--- src/rtl/objwb_pkg.sv ---
package objwb_pkg;

   // Value and coefficient formats
   localparam int VALUE_W = 32;          // unsigned Q16.16
   localparam int COEF_W  = 26;          // unsigned Q10.16
   localparam int Q_FRAC  = 16;
   localparam int QUOT_W  = COEF_W + 1;  // quotient bits kept before the clamp

   typedef logic [VALUE_W-1:0] value_type;
   typedef logic [COEF_W-1:0]  coef_type;

   localparam coef_type COEF_MAX = coef_type'(65536000);  // 1000.0

   // Objective count is fixed by the payload ports
   localparam int NUM_OBJ = 4;
   localparam int OBJ_W   = $clog2(NUM_OBJ);

   localparam int DEF_WINDOW_DEPTH = 8;

   // Transaction kinds
   localparam logic REQ_INIT   = 1'b0;
   localparam logic REQ_UPDATE = 1'b1;

   // Register file
   localparam int CSR_IDX_W = 1;
   localparam int CSR_DATA_W = VALUE_W;
   localparam logic [CSR_IDX_W-1:0] CSR_TINY_VALUE    = 1'b0;
   localparam logic [CSR_IDX_W-1:0] CSR_RECOMP_PERIOD = 1'b1;

   localparam value_type  TINY_VALUE_RST    = value_type'(1);
   localparam logic [7:0] RECOMP_PERIOD_RST = 8'd8;

endpackage

--- src/rtl/objective_weight_balancer.sv ---
// Objective weight balancer. Keeps a window of the last WINDOW_DEPTH values of
// four objectives (unsigned Q16.16) and reports one Q10.16 coefficient per
// objective, coef_i = sum_0 / sum_i, truncated and clamped at 1000.0; a zero
// divisor also gives 1000.0. An init transaction (req_type 0) fills each
// window row with its value (objective 0's value where it is zero) and sets
// the coefficients at once; an update transaction (req_type 1) writes one
// window column, and once per recompute period (register 1) of updates all
// coefficients are recomputed.
// Every transaction returns exactly one response with the current
// coefficients. All arithmetic runs on one shared adder and one restoring
// divider that retires a quotient bit per cycle, under a small sequencer; the
// block takes no new transaction until the current one is finished. An update
// writes its window column; with a recompute, the window sweep then reads and
// accumulates each entry, and each coefficient takes a divider start and then
// one divider step per quotient bit; a saturating coefficient skips the steps.
// An init skips the write and the sweep. A response waiting on rsp_ready does
// not block acceptance of the next request.
module objective_weight_balancer #(
   parameter int WINDOW_DEPTH = objwb_pkg::DEF_WINDOW_DEPTH
) (
   input  logic                                 clock,
   input  logic                                 reset,
   // configuration
   input  logic                                 csr_we,
   input  logic [objwb_pkg::CSR_IDX_W-1:0]      csr_index,
   input  logic [objwb_pkg::CSR_DATA_W-1:0]     csr_wdata,
   // requests
   input  logic                                 req_valid,
   output logic                                 req_ready,
   input  logic                                 req_type,
   input  objwb_pkg::value_type                 req_obj_value_0,
   input  objwb_pkg::value_type                 req_obj_value_1,
   input  objwb_pkg::value_type                 req_obj_value_2,
   input  objwb_pkg::value_type                 req_obj_value_3,
   // responses
   output logic                                 rsp_valid,
   input  logic                                 rsp_ready,
   output logic                                 rsp_recomputed,
   output objwb_pkg::coef_type                  rsp_coef_0,
   output objwb_pkg::coef_type                  rsp_coef_1,
   output objwb_pkg::coef_type                  rsp_coef_2,
   output objwb_pkg::coef_type                  rsp_coef_3
);
   import objwb_pkg::*;

   localparam int COL_W   = (WINDOW_DEPTH > 1) ? $clog2(WINDOW_DEPTH) : 1;
   localparam int SUM_W   = VALUE_W + $clog2(WINDOW_DEPTH);
   localparam int NUM_W   = SUM_W + Q_FRAC;
   localparam int HI_W    = NUM_W - QUOT_W;
   localparam int ADDR_W  = OBJ_W + COL_W;
   localparam int ENTRIES = 1 << ADDR_W;
   localparam int STEP_W  = $clog2(QUOT_W);

   localparam logic [COL_W-1:0]  COL_LAST  = COL_W'(WINDOW_DEPTH - 1);
   localparam logic [OBJ_W-1:0]  OBJ_LAST  = OBJ_W'(NUM_OBJ - 1);
   localparam logic [STEP_W-1:0] STEP_LAST = STEP_W'(QUOT_W - 1);

   // sequencer states
   localparam logic [2:0] ST_IDLE      = 3'd0;
   localparam logic [2:0] ST_WRITE     = 3'd1;
   localparam logic [2:0] ST_SUM_RD    = 3'd2;
   localparam logic [2:0] ST_SUM_ACC   = 3'd3;
   localparam logic [2:0] ST_DIV_START = 3'd4;
   localparam logic [2:0] ST_DIV_STEP  = 3'd5;
   localparam logic [2:0] ST_DONE      = 3'd6;

   logic [2:0]        state_ff, state_in;
   logic [OBJ_W-1:0]  obj_ff, obj_in;
   logic [COL_W-1:0]  col_ff, col_in;
   logic [COL_W-1:0]  pos_ff, pos_in;
   logic [STEP_W-1:0] step_ff, step_in;
   logic [7:0]        cnt_ff, cnt_in;
   logic              recomp_ff, recomp_in;
   value_type         tiny_ff;
   logic [7:0]        interval_ff;

   value_type         v_ff[NUM_OBJ], v_in[NUM_OBJ];
   value_type         row_fill_ff[NUM_OBJ], row_fill_in[NUM_OBJ];
   logic [SUM_W-1:0]  sum_ff[NUM_OBJ], sum_in[NUM_OBJ];
   coef_type          coef_ff[NUM_OBJ], coef_in[NUM_OBJ];
   logic [SUM_W-1:0]  acc_ff, acc_in;
   logic [SUM_W-1:0]  rem_ff, rem_in;
   logic [QUOT_W-1:0] quo_ff, quo_in;
   logic [ENTRIES-1:0] vld_ff, vld_in;

   logic              rsp_valid_ff, rsp_valid_in;
   logic              rsp_recomp_ff, rsp_recomp_in;
   coef_type          rsp_coef_ff[NUM_OBJ], rsp_coef_in[NUM_OBJ];

   // window memory
   value_type         win_mem[ENTRIES];
   value_type         rd_data_ff;
   logic              vld_rd_ff;
   logic              mem_we;
   logic [ADDR_W-1:0] wr_addr, rd_addr;
   value_type         wr_data;

   value_type         in_val[NUM_OBJ];
   value_type         fill;
   logic [7:0]        cnt_next;
   logic [SUM_W-1:0]  term, acc_sum, den;
   logic [NUM_W-1:0]  num_ext;
   logic [HI_W-1:0]   num_hi;
   logic              overflow;
   logic [SUM_W:0]    rem_sh, rem_diff;
   logic              take;
   logic [SUM_W-1:0]  rem_next;
   logic [QUOT_W-1:0] quo_next;
   coef_type          coef_res;

   assign in_val[0] = req_obj_value_0;
   assign in_val[1] = req_obj_value_1;
   assign in_val[2] = req_obj_value_2;
   assign in_val[3] = req_obj_value_3;

   assign req_ready = (state_ff == ST_IDLE);

   // memory ports
   assign mem_we  = (state_ff == ST_WRITE);
   assign wr_addr = {obj_ff, pos_ff};
   assign rd_addr = {obj_ff, col_ff};
   assign wr_data = (v_ff[obj_ff] == '0) ? tiny_ff : v_ff[obj_ff];

   always_ff @(posedge clock) begin
      if (mem_we) begin
         win_mem[wr_addr] <= wr_data;
      end
      rd_data_ff <= win_mem[rd_addr];
      vld_rd_ff  <= vld_ff[rd_addr];
   end

   // row sum accumulation; an unwritten entry reads as its row fill value
   assign term    = vld_rd_ff ? SUM_W'(rd_data_ff) : SUM_W'(row_fill_ff[obj_ff]);
   assign acc_sum = ((col_ff == '0) ? '0 : acc_ff) + term;

   // shared divider: sum_0 * 2^16 / sum_obj
   assign den      = sum_ff[obj_ff];
   assign num_ext  = {sum_ff[0], {Q_FRAC{1'b0}}};
   assign num_hi   = num_ext[NUM_W-1 -: HI_W];
   // quotient at least 2^27 saturates; a zero divisor always lands here too
   assign overflow = (SUM_W'(num_hi) >= den);
   assign rem_sh   = {rem_ff, quo_ff[QUOT_W-1]};
   assign take     = (rem_sh >= {1'b0, den});
   assign rem_diff = rem_sh - {1'b0, den};
   assign rem_next = take ? rem_diff[SUM_W-1:0] : rem_sh[SUM_W-1:0];
   assign quo_next = {quo_ff[QUOT_W-2:0], take};
   assign coef_res = (quo_next > QUOT_W'(COEF_MAX)) ? COEF_MAX : quo_next[COEF_W-1:0];

   // sequencer
   always_comb begin
      state_in      = state_ff;
      obj_in        = obj_ff;
      col_in        = col_ff;
      pos_in        = pos_ff;
      step_in       = step_ff;
      cnt_in        = cnt_ff;
      recomp_in     = recomp_ff;
      v_in          = v_ff;
      row_fill_in   = row_fill_ff;
      sum_in        = sum_ff;
      coef_in       = coef_ff;
      acc_in        = acc_ff;
      rem_in        = rem_ff;
      quo_in        = quo_ff;
      vld_in        = vld_ff;
      rsp_valid_in  = rsp_valid_ff && !rsp_ready;
      rsp_recomp_in = rsp_recomp_ff;
      rsp_coef_in   = rsp_coef_ff;
      fill          = '0;
      cnt_next      = 8'(cnt_ff + 8'd1);

      unique case (state_ff)
         ST_IDLE: begin
            if (req_valid) begin
               obj_in = '0;
               if (req_type == REQ_INIT) begin
                  for (int i = 0; i < NUM_OBJ; i++) begin
                     fill           = (in_val[i] != '0) ? in_val[i] : in_val[0];
                     row_fill_in[i] = fill;
                     sum_in[i]      = SUM_W'(fill);
                  end
                  vld_in    = '0;
                  recomp_in = 1'b1;
                  state_in  = ST_DIV_START;
               end else begin
                  pos_in = (pos_ff == COL_LAST) ? '0 : COL_W'(pos_ff + 1'b1);
                  v_in   = in_val;
                  if (cnt_next == interval_ff) begin
                     cnt_in    = '0;
                     recomp_in = 1'b1;
                  end else begin
                     cnt_in    = cnt_next;
                     recomp_in = 1'b0;
                  end
                  state_in = ST_WRITE;
               end
            end
         end
         ST_WRITE: begin
            vld_in[wr_addr] = 1'b1;
            if (obj_ff == OBJ_LAST) begin
               obj_in   = '0;
               col_in   = '0;
               state_in = recomp_ff ? ST_SUM_RD : ST_DONE;
            end else begin
               obj_in = OBJ_W'(obj_ff + 1'b1);
            end
         end
         ST_SUM_RD: begin
            state_in = ST_SUM_ACC;
         end
         ST_SUM_ACC: begin
            acc_in   = acc_sum;
            state_in = ST_SUM_RD;
            if (col_ff == COL_LAST) begin
               sum_in[obj_ff] = acc_sum;
               col_in         = '0;
               if (obj_ff == OBJ_LAST) begin
                  obj_in   = '0;
                  state_in = ST_DIV_START;
               end else begin
                  obj_in = OBJ_W'(obj_ff + 1'b1);
               end
            end else begin
               col_in = COL_W'(col_ff + 1'b1);
            end
         end
         ST_DIV_START: begin
            if (overflow) begin
               coef_in[obj_ff] = COEF_MAX;
               if (obj_ff == OBJ_LAST) begin
                  state_in = ST_DONE;
               end else begin
                  obj_in = OBJ_W'(obj_ff + 1'b1);
               end
            end else begin
               rem_in   = SUM_W'(num_hi);
               quo_in   = num_ext[QUOT_W-1:0];
               step_in  = '0;
               state_in = ST_DIV_STEP;
            end
         end
         ST_DIV_STEP: begin
            rem_in = rem_next;
            quo_in = quo_next;
            if (step_ff == STEP_LAST) begin
               coef_in[obj_ff] = coef_res;
               if (obj_ff == OBJ_LAST) begin
                  state_in = ST_DONE;
               end else begin
                  obj_in   = OBJ_W'(obj_ff + 1'b1);
                  state_in = ST_DIV_START;
               end
            end else begin
               step_in = STEP_W'(step_ff + 1'b1);
            end
         end
         ST_DONE: begin
            // hand over once the response register is free
            if (!rsp_valid_ff || rsp_ready) begin
               rsp_valid_in  = 1'b1;
               rsp_recomp_in = recomp_ff;
               rsp_coef_in   = coef_ff;
               state_in      = ST_IDLE;
            end
         end
         default: begin
            state_in = ST_IDLE;
         end
      endcase
   end

   // control and architectural state
   always_ff @(posedge clock) begin
      if (reset) begin
         state_ff     <= ST_IDLE;
         obj_ff       <= '0;
         col_ff       <= '0;
         pos_ff       <= '0;
         step_ff      <= '0;
         cnt_ff       <= '0;
         recomp_ff    <= 1'b0;
         vld_ff       <= '0;
         rsp_valid_ff <= 1'b0;
         for (int i = 0; i < NUM_OBJ; i++) begin
            row_fill_ff[i] <= '0;
            coef_ff[i]     <= '0;
         end
      end else begin
         state_ff     <= state_in;
         obj_ff       <= obj_in;
         col_ff       <= col_in;
         pos_ff       <= pos_in;
         step_ff      <= step_in;
         cnt_ff       <= cnt_in;
         recomp_ff    <= recomp_in;
         vld_ff       <= vld_in;
         rsp_valid_ff <= rsp_valid_in;
         row_fill_ff  <= row_fill_in;
         coef_ff      <= coef_in;
      end
   end

   // datapath registers
   always_ff @(posedge clock) begin
      v_ff          <= v_in;
      sum_ff        <= sum_in;
      acc_ff        <= acc_in;
      rem_ff        <= rem_in;
      quo_ff        <= quo_in;
      rsp_recomp_ff <= rsp_recomp_in;
      rsp_coef_ff   <= rsp_coef_in;
   end

   // configuration registers
   always_ff @(posedge clock) begin
      if (reset) begin
         tiny_ff     <= TINY_VALUE_RST;
         interval_ff <= RECOMP_PERIOD_RST;
      end else if (csr_we) begin
         unique case (csr_index)
            CSR_TINY_VALUE:    tiny_ff     <= csr_wdata[VALUE_W-1:0];
            CSR_RECOMP_PERIOD: interval_ff <= csr_wdata[7:0];
            default: begin
            end
         endcase
      end
   end

   assign rsp_valid      = rsp_valid_ff;
   assign rsp_recomputed = rsp_recomp_ff;
   assign rsp_coef_0     = rsp_coef_ff[0];
   assign rsp_coef_1     = rsp_coef_ff[1];
   assign rsp_coef_2     = rsp_coef_ff[2];
   assign rsp_coef_3     = rsp_coef_ff[3];

   // checks
   a_busy_after_accept: assert property (@(posedge clock) disable iff (reset)
      req_valid && req_ready |=> state_ff != ST_IDLE)
      else $error("sequencer idle straight after an accepted transaction");

   a_rsp_from_done: assert property (@(posedge clock) disable iff (reset)
      $rose(rsp_valid) |-> $past(state_ff) == ST_DONE)
      else $error("response raised outside the completion state");

   a_div_remainder: assert property (@(posedge clock) disable iff (reset)
      state_ff == ST_DIV_STEP |-> rem_ff < sum_ff[obj_ff])
      else $error("divider remainder not below divisor");

   a_coef_clamped: assert property (@(posedge clock) disable iff (reset)
      rsp_valid |-> rsp_coef_0 <= COEF_MAX && rsp_coef_1 <= COEF_MAX &&
                    rsp_coef_2 <= COEF_MAX && rsp_coef_3 <= COEF_MAX)
      else $error("coefficient above clamp");

endmodule
--- config.mk ---
export PLATFORM = sky130hd
export DESIGN_NAME = objective_weight_balancer
export DESIGN_NICKNAME = d
export VERILOG_FILES = /design/src/rtl/objwb_pkg.sv /design/src/rtl/objective_weight_balancer.sv
export SDC_FILE = /design/constraint.sdc
export NUM_CORES = 2
export LEC_CHECK = 0
export BUFFER_PORTS_ARGS = -buffer_cell sky130_fd_sc_hd__clkbuf_2
export CORE_ASPECT_RATIO = 1.4
export CORE_MARGIN = 2
export CORE_UTILIZATION = 55
export CTS_CLUSTER_DIAMETER = 200
export DETAILED_ROUTE_END_ITERATION = 10
export PLACE_DENSITY = 0.74
export SETUP_SLACK_MARGIN = 0.1
export SYNTH_ARGS = -nofsm -noshare
export SYNTH_HDL_FRONTEND = slang
export SYNTH_SLANG_ARGS = --single-unit
--- constraint.sdc ---
create_clock -name clock -period 7.84 [get_ports clock]
set_clock_uncertainty 0.2 [all_clocks]
set_input_delay 0.784 -clock clock [delete_from_list [all_inputs] [get_ports clock]]
set_output_delay 0.784 -clock clock [all_outputs]
set_load 0.1 [all_outputs]
==> metrics.csv <==
metric,value,unit
outcome,completed,
Detailed Place HPWL,135900,microns
"Seq/Total Area, Yosys",68.55,%
Skew-Pair Late Insertion Delay,820,ps
fillers,9625,
"most used cell, CP",buf_4,
H-tree Lvls,4,
number of CTS-inserted buffers,168,
"commonest non-fill, non-tap cell in the layout",edfxtp_1,
Synth async-reset ratio,0,%
GRT Resource Usage Total,31.19,%
Post-CTS Resized,0,
die height,444.0,microns
1st-pass router iterations,6,
CTS tree,done,
Initial Utilization,55.35,%
Yosys reg bits,1857,
Final Cycle Share,77.41,%
final critical-path required period,6069,ps
fmax,164.8,MHz
Final Hold Fails,0,
top post-synthesis cells by area,"edfxtp_1 59%, mux4_2 13%, dfxtp_1 9.6%",
# IOs,274,
final core occ,62.54,%
crit path kind,flip-flop to flip-flop,
Rel. slew slack,10.97,%
CTS Root Cell,clkbuf_16,
die width,318.3,microns
transition time of the tightest slew-check pin,1323,ps
area added between synthesis and finish,13.00,%
Syn Inst Count,4883,
Final Net Count,5475,
Synth area leader,edfxtp_1,
WL/cell,31.02,microns
crit path max fanout,37,
area of the multi-input gates,22790,sq um
share of layout cells above drive strength 1,21.46,%
Register Area,52150,sq um
GR Overflow Total,0,
RSZ-0062 raised after global routing,false,
"Req. time, crit path",8110,ps
synthesized net count,5158,
CTS Buffer Depth,3,
num rows,161,
"CTS clk-pin slew, worst paths",70,ps
Hold WC Path Type,input port to flip-flop,
die area,141300,sq um
Post-DRT Antenna Nets,0,
Via density,6.602,
syn avg cell area,15.57,sq um
Startpoint Class,flip-flop,
total wire length,221800,microns
"Primary FF master, synth",edfxtp_1,
Bufs and invs on worst path,4,
number of buffers added on ports,273,
post-synth cell types,77,
largest net degree at the start of global routing,225,
Post-synth EDFFs,1494,
detailed-route DRC error count,0,
reg2reg setup slack,1770,ps
power density cells,318.5,nW/um^2
crit path cell chain,"buf_4, mux4_2, inv_1, ha_1, a21o_1, nand3_1, a21oi_1, o41ai_1, buf_4, a21oi_1, or3_1, nand2_2, buf_4",
clock sinks,1857,
vias in the first global route,46410,
first-pass GRT wire length,317400,microns
worst path arrival time,6340,ps
final slew viol count,0,
Yosys top cell area share,59.00,%
Setup TNS,0,ps
initial antenna violation count,26,
most frequent cells in the layout,"1,494 x edfxtp_1, 494 x nand2_1, 429 x mux4_2",
CP peak stage delay,900,ps
via count,47200,
CP Capture Type,flip-flop,
max capacitance violation total,0,
Core Region,137400,sq um
placer congestion estimate,0.9600,
Pleak,29.07,nW
"Slowest-stage cell, CP",dfxtp_4,
VDD IR-drop max,247.0,uV
Ys Warns,0,
initial drt markers,6424,
"delay-heaviest family, CP",buffers and inverters,
"Cell Area, Synth",76040,sq um
Final Setup Violations,0,
## flip-flops by register name, summed over array words and instances, names as in the netlist, 5 cells and up
register and flops:
rsp_coef_1 26, rsp_coef_2 26, num_ext 35, vld_ff 32
rsp_coef_0 26, cnt_ff 8, step_ff 5, win_mem 1024
rem_ff 35, rd_data_ff 32, coef_ff 104, tiny_ff 32
rsp_coef_3 26, quo_ff 27, row_fill_ff 128, v_ff 128
acc_ff 35, sum_ff 105, interval_ff 8
## layout make-up
type | count | area share (%)
multi-input cells | 2649 | 26.52
clock buffers | 216 | 5.245
well taps | 1793 | 2.611
inverters | 93 | 0.4208
clock inverters | 98 | 1.195
diodes | 12 | 0.03495
repair buffers | 431 | 3.281
flip-flops and latches | 1857 | 60.69
## per-layer routing
metal	global-route usage [%]	wire (microns)	part of all wire, %	up-vias
li1	-	-	-	19630
met1	37.51	75290	34	23670
met2	50.51	107100	48	3126
met3	8.186	23580	11	741
met4	19.36	15590	7.0	26
met5	0	170	0.077	-
## logic make-up after synthesis
kind of cell | after synthesis | synth area share (%)
AO/OA/AOI/OAI | 910 | 7.212
XOR/XNOR | 75 | 0.8638
adder cells (fa/ha/maj) | 108 | 1.797
buffers and inverters | 377 | 1.927
flip-flops | 1857 | 68.55
multiplexers | 472 | 13.33
AND/OR/NAND/NOR | 1084 | 6.321
## where the power goes
part           total [mW]  switching [mW]  internal [mW]
registers            12.8           0.594           12.2
logic                6.26            4.17           2.09
clock network        8.34            3.66           4.68
total                27.4            8.43           18.9
## synth_stat cells, types with 8 or more instances
cell type  number
edfxtp_1     1494
and3_1         28
a31oi_1        22
nand2_1       500
nand4_1        22
mux2i_1         9
a211oi_1      110
dfxtp_1       363
ha_1          106
buf_2          25
o211ai_1       11
nand3_1        48
mux4_2        429
o21ai_1        33
nor3_1         14
o21bai_1       10
a2bb2oi_1       8
and2_1         41
clkbuf_1      224
o21a_1          9
nor2b_1        24
nand2b_1       48
o22ai_1        82
nor4_1         43
mux2_2         34
nor2_1        277
buf_1          32
inv_1          91
xnor2_1        39
nand3b_1        8
xor2_1         36
a21oi_1       321
a31o_2          8
o21ai_0       171
a21o_1         66
## worst reg2reg max path: stages (launching register included)
cell     delay (ps)
dfxtp_4         900
buf_4           580
mux4_2          580
inv_1           100
ha_1            240
a21o_1          180
nand3_1          70
a21oi_1          60
o41ai_1         860
buf_4           240
a21oi_1         100
or3_1           380
nand2_2         700
buf_4           530
## stage by stage
step                      hold WS [ps]  cells  worst slack, ps  power (mW)  instance area (sq um)
final                            42.37   7149             1771       27.36                  85930
after global routing             7.711   7140             1469       28.25                  85900
after CTS                       0.9460   7136             1716       27.31                  85880
after detailed placement         216.1   6744             1709       19.04                  79570
after global placement           214.1   6744             1800       18.92                  79570
after floorplan                  208.1   4883            702.3       16.84                  76040
## path summary, 6_finish.rpt
path                       startpoint              to  cells past startpoint
setup reg to reg            obj_ff[0]       rem_ff[7]                     13
hold / removal    req_obj_value_3[16]        v_ff[16]                      1
setup / recovery            obj_ff[0]       rem_ff[7]                     13
hold reg to reg           coef_ff[98]  rsp_coef_0[20]                      0
## repair_timing
action | in CTS | in global routing
endpoints found under the hold margin | 78 | 1
setup buffers | 0 | 0
endpoints found under the setup margin | 0 | 0
hold buffers | 78 | 1
No activity file was read; power rests on OpenSTA's default activity.
